**src/hw/rtl/solq_pkg.sv**
```systemverilog
package solq_pkg;

    localparam int CAPACITY   = 64;
    localparam int COORD_BITS = 16;
    localparam int COST_BITS  = 32;
    localparam int PAY_BITS   = 32;

    typedef enum logic [1:0] {
        K_INSERT = 2'd0,
        K_POP    = 2'd1,
        K_REMOVE = 2'd2,
        K_FIND   = 2'd3
    } t_kind;

    typedef enum logic [1:0] {
        ST_OK       = 2'd0,
        ST_EMPTY    = 2'd1,
        ST_FULL     = 2'd2,
        ST_NOTFOUND = 2'd3
    } t_status;

    // controller to datapath
    typedef struct packed {
        logic load;
        logic run;
        logic tail;
    } t_cmd;

    // datapath to controller
    typedef struct packed {
        logic scan_done;
        logic out_free;
    } t_sts;

endpackage

```
**src/hw/rtl/solq_ctrl.sv**
```systemverilog
module solq_ctrl (
    input  logic          i_clk,
    input  logic          i_rst_n,
    input  logic          i_valid,
    input  solq_pkg::t_sts i_sts,
    output solq_pkg::t_cmd o_cmd,
    output logic          o_busy
);

    typedef enum logic [2:0] {
        S_IDLE = 3'b001,
        S_RUN  = 3'b010,
        S_TAIL = 3'b100
    } t_state;

    t_state r_state;
    t_state n_state;

    always_comb begin
        n_state = r_state;
        unique case (r_state)
            S_IDLE: if (i_valid) n_state = S_RUN;
            S_RUN:  if (i_sts.scan_done) n_state = S_TAIL;
            S_TAIL: if (i_sts.out_free) n_state = S_IDLE;
            default: n_state = S_IDLE;
        endcase
    end

    always_ff @(posedge i_clk) begin
        if (!i_rst_n) begin
            r_state <= S_IDLE;
        end else begin
            r_state <= n_state;
        end
    end

    assign o_cmd.load = (r_state == S_IDLE) && i_valid;
    assign o_cmd.run  = (r_state == S_RUN);
    assign o_cmd.tail = (r_state == S_TAIL) && i_sts.out_free;
    assign o_busy     = (r_state != S_IDLE);

endmodule

```
**config.mk**
```make
export PLATFORM = sky130hd
export DESIGN_NAME = solq_ctrl
export DESIGN_NICKNAME = d
export VERILOG_FILES = /design/src/hw/rtl/solq_pkg.sv /design/src/hw/rtl/solq_ctrl.sv
export SDC_FILE = /design/constraint.sdc
export NUM_CORES = 1
export LEC_CHECK = 0
export BUFFER_PORTS_ARGS = -buffer_cell sky130_fd_sc_hd__buf_4
export CAP_MARGIN = 20
export CORE_AREA = 2 2 39 41
export CTS_CLUSTER_DIAMETER = 50
export DETAILED_ROUTE_END_ITERATION = 8
export DIE_AREA = 0 0 41 43
export HOLD_SLACK_MARGIN = 0.06
export PLACE_DENSITY = 0.3
export SYNTH_ARGS = -nofsm -noshare
export SYNTH_HDL_FRONTEND = slang
export SYNTH_SLANG_ARGS = --single-unit
```
**constraint.sdc**
```tcl
create_clock -name i_clk -period 1.26 [get_ports i_clk]
set_clock_uncertainty 0.1 [all_clocks]
set_input_delay 0.252 -clock i_clk [delete_from_list [all_inputs] [get_ports i_clk]]
set_output_delay 0.252 -clock i_clk [all_outputs]
set_load 0.005 [all_outputs]
```
# Yosys cells after proc, flatten, opt, wreduce, memory -nomap -nowiden

Cells that the tools add are included.

Bits in registers: 3
Input port bits: 5
Output and inout bits: 4
Word-level logic and storage cells: 15

Equal/unequal tests: 7
Multiplexer cells: 4
Reduce and logical (&&, ||, !) cells: 3

Operators by type and width:

| kind                                                   | count |
|---|---|
| two-way mux 3 bit                                      | 3 |
| one-hot mux 3 bit (3 select lines)                     | 1 |
| inequality test 2 bit (second input constant)          | 3 |
| == test 3 x 1 -> 1 bit (second input constant)         | 1 |
| == test 3 x 2 -> 1 bit (second input constant)         | 1 |
| == test 3 bit (second input constant)                  | 1 |
| inequality test 3 x 1 -> 1 bit (second input constant) | 1 |
| AND reduction 3 bit                                    | 1 |
| logical AND 1 bit                                      | 2 |

# Logic depth before layout (Yosys ltp)

Gate-level depths: netlist (run 1).

Depth in word-level cells: 3
Gate-level depth with buffers: 3
Gate-level depth less buffers: 3

# Worst setup path before layout (run 1)

No wires, ideal clock.

Path type: reg2out
Start: reg r_state[0]
End: out o_cmd[2] in the netlist's numbering
Arrival: 0.720 ns
Data required time: 0.908 ns
Path slack: 0.188 ns
Cell stages (with the launch flop): 4
Buffers on the path: 0
Cells stage by stage: dfxtp_1 > nor2b_4 > nand2b_1 > nor2_1

RTL lines:

| what                   | line            | text |
|---|---|---|
| start, declared        | solq_ctrl.sv:16 | `t_state r_state;` |
| start signal, assigned | solq_ctrl.sv:33 | `r_state <= n_state;` |
| end, declared          | solq_ctrl.sv:6  | `output solq_pkg::t_cmd o_cmd,` |

==> results of run 1 <==
## metal layers
metal	GRT usage (%)	vias to the layer above
li1	-	104
met1	7.99	96
met2	9.69	8
met3	7.85	0
met4	2.00	0
met5	0	-
## layout by cell type, fill, tap and decap left out, types with 2 or more instances in the layout
cell	Yosys	routed
nand2b_1	2	2
nor2_1	3	3
o21ai_0	3	3
buf_4	0	11
clkbuf_4	0	3
dfxtp_4	0	2
## worst min-delay path by stage
stage | slack [ns] | end | depth (start not counted)
2_1_floorplan | 0.23 | r_state[0] | 1
3_3_place_gp | 0.37 | r_state[0] | 2
3_5_place_dp | 0.36 | r_state[0] | 2
4_1_cts | 0.11 | r_state[0] | 2
5_1_grt | 0.12 | r_state[0] | 2
6_report | 0.12 | r_state[0] | 2
## logic make-up (layout without fill, tap and decap cells)
| logic type | count (synthesis) | in the layout | share of synthesized area (%) |
|---|---|---|---|
| AO/OA/AOI/OAI | 4 | 4 | 12.8 |
| AND/OR/NAND/NOR | 13 | 13 | 51.1 |
| flip-flops | 3 | 3 | 34.0 |
| buffers and inverters | 1 | 16 | 2.13 |
## final cells by class
cell class / count / share of cell area, %
multi-input cells: 17 / 35.9
flip-flops and latches: 3 / 21.9
inverters: 1 / 1.20
clock buffers: 4 / 8.37
repair buffers: 11 / 26.3
well taps: 16 / 6.37
## timing repair
item / CTS / global route
gates resized for setup: 5 / 0
setup buffers: 1 / 1
endpoints found under the setup margin: 4 / 4
gates cloned: 0 / 0
## through the flow
stage	hold slack [ns]	TNS, ns	cell area [um2]	worst slack [ns]	util, %
floorplan	0.226	0	176	0.188	-
global placement	0.366	0	264	0.0425	19.1
detailed placement	0.362	0	264	0.0412	19.1
CTS	0.112	-0.320	307	-0.134	22.2
global route	0.117	-0.549	314	-0.190	22.7
finish	0.119	-0.297	314	-0.138	22.7
## power breakdown
part | switching [mW] | leakage, nW | internal (mW)
Sequential | 0.0126 | 0.0259 | 0.104
Combinational | 0.0318 | 0.111 | 0.0579
Clock | 0.0511 | 0.0150 | 0.119
Total | 0.0955 | 0.152 | 0.281
==> metrics, run 1 <==
Placed Instances=46; Clk Latency, worst-skew pair=0.23 ns; post-route minimum period=1.40 ns; starting density of the core=12.7%; top layer in use=met3; crit-path cells=nor2b_4 > nand2b_1 > nor2_1 > buf_4; # IOs=9; Hold Path Origin=i_rst_n; sequential element share of the synthesized area=34.0%; cell count after synthesis=21; H-tree depth=1; FP Rows=14; FF/Latch Area=68.8 um2; DRC viols=0; library cells used by synthesis=14; Worst setup SP type=flop; first-pass GRT wire length=814 um; Worst Setup SP=r_state[0]; 1st-iter DRT viols=3; Max Slew Vio Count=0; Synth Register Bits=3; clock tree sinks=3; global route total overflow=0; max reg flops=3; initial antenna violation count=0; Syn Nets=26; M1 wire length=229 um; via count=208; most frequent cells after synthesis=3 x dfxtp_1, 3 x nor2_1, 3 x o21ai_0, 2 x nand2b_1; largest net degree at the start of global routing=9; CP max FO=6; Reg2Reg Depth=5; cell taking the most area after synthesis=dfxtp_1; most flop-heavy register=r_state; worst setup path class=flop to output port; Post-synth ARST share=0%; r2r endpoint=r_state[1]; Worst path top cell family by delay=flip-flops; Power Density=1200 mW/mm2; die height=43 um; Largest regs=r_state x3; metal2 WL=237 um; CP arrival=1.05 ns; CTS buffer count=3; multi-input combinational cell area=113 um2; WL met3=40 um; GRT Resource Usage Total=7.41%; slowest CP cell=dfxtp_4; Hold Crit Class=primary input to flop; diodes inserted=0; Root Driver=clkbuf_4; Syn-to-layout area delta=78.0%; fillcell total=170; final worst slack=-0.138 ns; R2R Setup Slk=0.05 ns; post-route ant nets=0; GPL Wtd Cong=0.633; die area=0.00176 mm2; max_slew headroom=86.4%; Final setup viols=4; TritonRoute pass-1 iters=3; failing checks=setup timing; status=complete, but fails checks; Pwr Total=0.376 mW; critical path's largest stage delay=0.36 ns; DR WL/cell=9.73 um; synth top area cells=dfxtp_1 34%, o21ai_0 8.5%, nor2b_4 7.8%, nand2b_1 7.1%, nor3b_2 7.1%; total core area=0.00138 mm2; RSZ-0062 raised after global routing=true; Non-Filler Instances=52; Post-synth EDFFs=0; critical path depth in cells=4; Die Wd=41 um; WP data required=0.91 ns; MaxCap Viol Count=0; Bufs and invs on worst path=1; Routed WL=506 um; share of layout cells above drive strength 1=52.8%; Post-synth top flop=dfxtp_1; leak pwr=0.152 nW; PortBufs=8; count of final hold-check violations=0; CTS tree=built; Post-Syn Area per Cell=8.40 um2; layout net count=42; number of global-route vias before repair=194; Synth top area share=34.0%; Worst setup endpoint=o_cmd[2]; Worst-Margin Slew=0.205 ns; area of the mapped netlist=176 um2; Final period util=111%; RR Startpoint=r_state[0]; Crit. End Element=output port; Max Freq=0.715 GHz; yosys warns=0; Clock Pin Slew Worst Setup and Hold Paths=0.04 ns; Max clock buf depth=2; Max VDD drop=410 uV; hold buffers post-CTS=0; vias per cell=4.00
Note: power is estimated with default switching activity, not from simulation.
==> run 2, diff against run 1 <==
==> constraint.sdc (replaced) <==
create_clock -name i_clk -period 1.74 [get_ports i_clk]
set_clock_uncertainty 0.1 [all_clocks]
set_input_delay 0.348 -clock i_clk [delete_from_list [all_inputs] [get_ports i_clk]]
set_output_delay 0.348 -clock i_clk [all_outputs]
set_load 0.005 [all_outputs]
==> run 2 against run 1 <==
Setup slack gained 0.30 ns; the flow now finishes without violations; critical path type unchanged; final cell count shrank 5.8%; combinational power shrank 45%; hold slack better by 0.10 ns; first-iteration DRC count increased by 33%; register-to-register slack better by 0.63 ns; sequential share of layout area shrank 0.67 points; largest cell class unchanged.
==> metrics, run 2 (synthesis gave the netlist of run 1 again) <==
Hold Worst Slack=0.221 ns; slowest CP cell=dfxtp_1; Worst-Margin Slew=0.246 ns; Setup Buffers After CTS=0; leak pwr=0.136 nW; Post-DP Area=256 um2; Max VDD drop=202 uV; initial antenna violation count=0; TritonRoute pass-1 iters=3; setup TNS=0 ns; Worst setup SP type=flop; Final setup viols=0; die area=0.00176 mm2; R2R Setup Slk=0.68 ns; WP data required=1.29 ns; total core area=0.00138 mm2; max_slew headroom=83.6%; vias per cell=3.84; worst setup path class=flop to output port; largest net degree at the start of global routing=9; Syn-to-layout area delta=60.3%; clock tree sinks=3; # IOs=9; most frequent cells in the layout=8 x buf_4, 3 x nor2_1, 3 x o21ai_0, 3 x clkbuf_4, 3 x dfxtp_1; via count=188; CP arrival=1.13 ns; Root Driver=clkbuf_4; Clock Pin Slew Worst Setup and Hold Paths=0.04 ns; fin area=283 um2; critical path's largest stage delay=0.41 ns; Non-Filler Instances=49; share of layout cells above drive strength 1=39.4%; switching power=0.0637 mW; most common cell after layout, fill and taps aside=buf_4; FP Rows=14; starting density of the core=12.7%; DR WL/cell=9.10 um; post-route minimum period=1.58 ns; GPL Wtd Cong=0.704; Die Wd=41 um; RSZ-0062 raised after global routing=false; Net Sw Frac=25.0%; Largest regs=r_state x3; H-tree depth=1; global route total overflow=0; DRC viols=0; most flop-heavy register=r_state; cts repair resizes=0; 1st-iter DRT viols=4; Worst setup endpoint=o_cmd[2]; Flop pwr share=32.8%; GRT Resource Usage Total=7.12%; CTS tree=built; Reg2Reg Depth=3; layout net count=39; max reg flops=3; first-pass GRT wire length=800 um; CP max FO=6; count of final hold-check violations=0; Placed Instances=45; Routed WL=446 um; number of global-route vias before repair=200; Final period util=90.6%; Crit. End Element=output port; Max clock buf depth=2; Max Freq=0.635 GHz; Pwr Total=0.255 mW; placed wire-length estimate=341 um; MaxCap Viol Count=0; post-route ant nets=0; Internal Power=0.191 mW; PortBufs=8; r2r endpoint=r_state[2]; crit-path cells=nor2b_4 > nand2b_1 > nor2_1 > buf_4; Comb pwr share=19.5%; status=complete, no violations; die height=43 um; Worst Setup SP=r_state[0]; Clk pwr share=47.7%; Clk Latency, worst-skew pair=0.23 ns; RR Startpoint=r_state[2]; hold buffers post-CTS=0; Power Density=901 mW/mm2; diodes inserted=0; Hold Crit Class=primary input to flop; CTS buffer count=3; Max Slew Vio Count=0
==> run 2: cell count changes in the layout (fill, tap and decap cells not counted), sizes merged <==
cell | previous run | this run
buf | 11 | 8
==> run 2: how the worst min path moves through the flow <==
| stage | startpoint | endpoint | slack (ns) | cells past startpoint |
|---|---|---|---|---|
| 6_report | i_rst_n | r_state[0] | 0.22 | 2 |
| 5_1_grt | i_rst_n | r_state[0] | 0.22 | 2 |
| 2_1_floorplan | i_rst_n | r_state[0] | 0.32 | 1 |
| 3_5_place_dp | i_rst_n | r_state[0] | 0.46 | 2 |
| 4_1_cts | i_rst_n | r_state[0] | 0.22 | 2 |
| 3_3_place_gp | i_rst_n | r_state[0] | 0.46 | 2 |
==> run 2: cell type report <==
cell class	instances	area, um2
fillers	167	1100
repair buffers	8	60.1
inverters	1	3.75
clock buffers	4	26.3
flip-flops and latches	3	60.1
multi-input cells	17	113
well taps	16	20.0
==> run 2: critical path, delay by kind of cell (launching register included) <==
family                 cells  cell delay [ns]
DFF                        1             0.41
and+or+nand+nor            3             0.37
buffers and inverters      1             0.12
==> run 2: per-layer routing <==
metal | vias up | wire length [um] | GRT usage [%]
li1 | 99 | - | -
met1 | 83 | 206 | 8.33
met2 | 6 | 218 | 9.38
met3 | 0 | 22 | 4.71
met4 | 0 | 0 | 4.00
met5 | - | 0 | 0
==> run 2: through the flow <==
stage	utilization, %	setup WS [ns]
3_5_place_dp	18.5	0.433
3_3_place_gp	18.5	0.429
5_1_grt	20.4	0.0472
6_report	20.4	0.164
4_1_cts	20.4	0.155
2_1_floorplan	-	0.572
==> run 2: power by group through the flow <==
stage	sequential, mW	combinational, mW	clock (mW)
2_1_floorplan	0.0824	0.0272	0
3_3_place_gp	0.0849	0.0510	0
3_5_place_dp	0.0845	0.0504	0
4_1_cts	0.0837	0.0507	0.129
6_report	0.0837	0.0497	0.121
5_1_grt	0.0853	0.0567	0.139
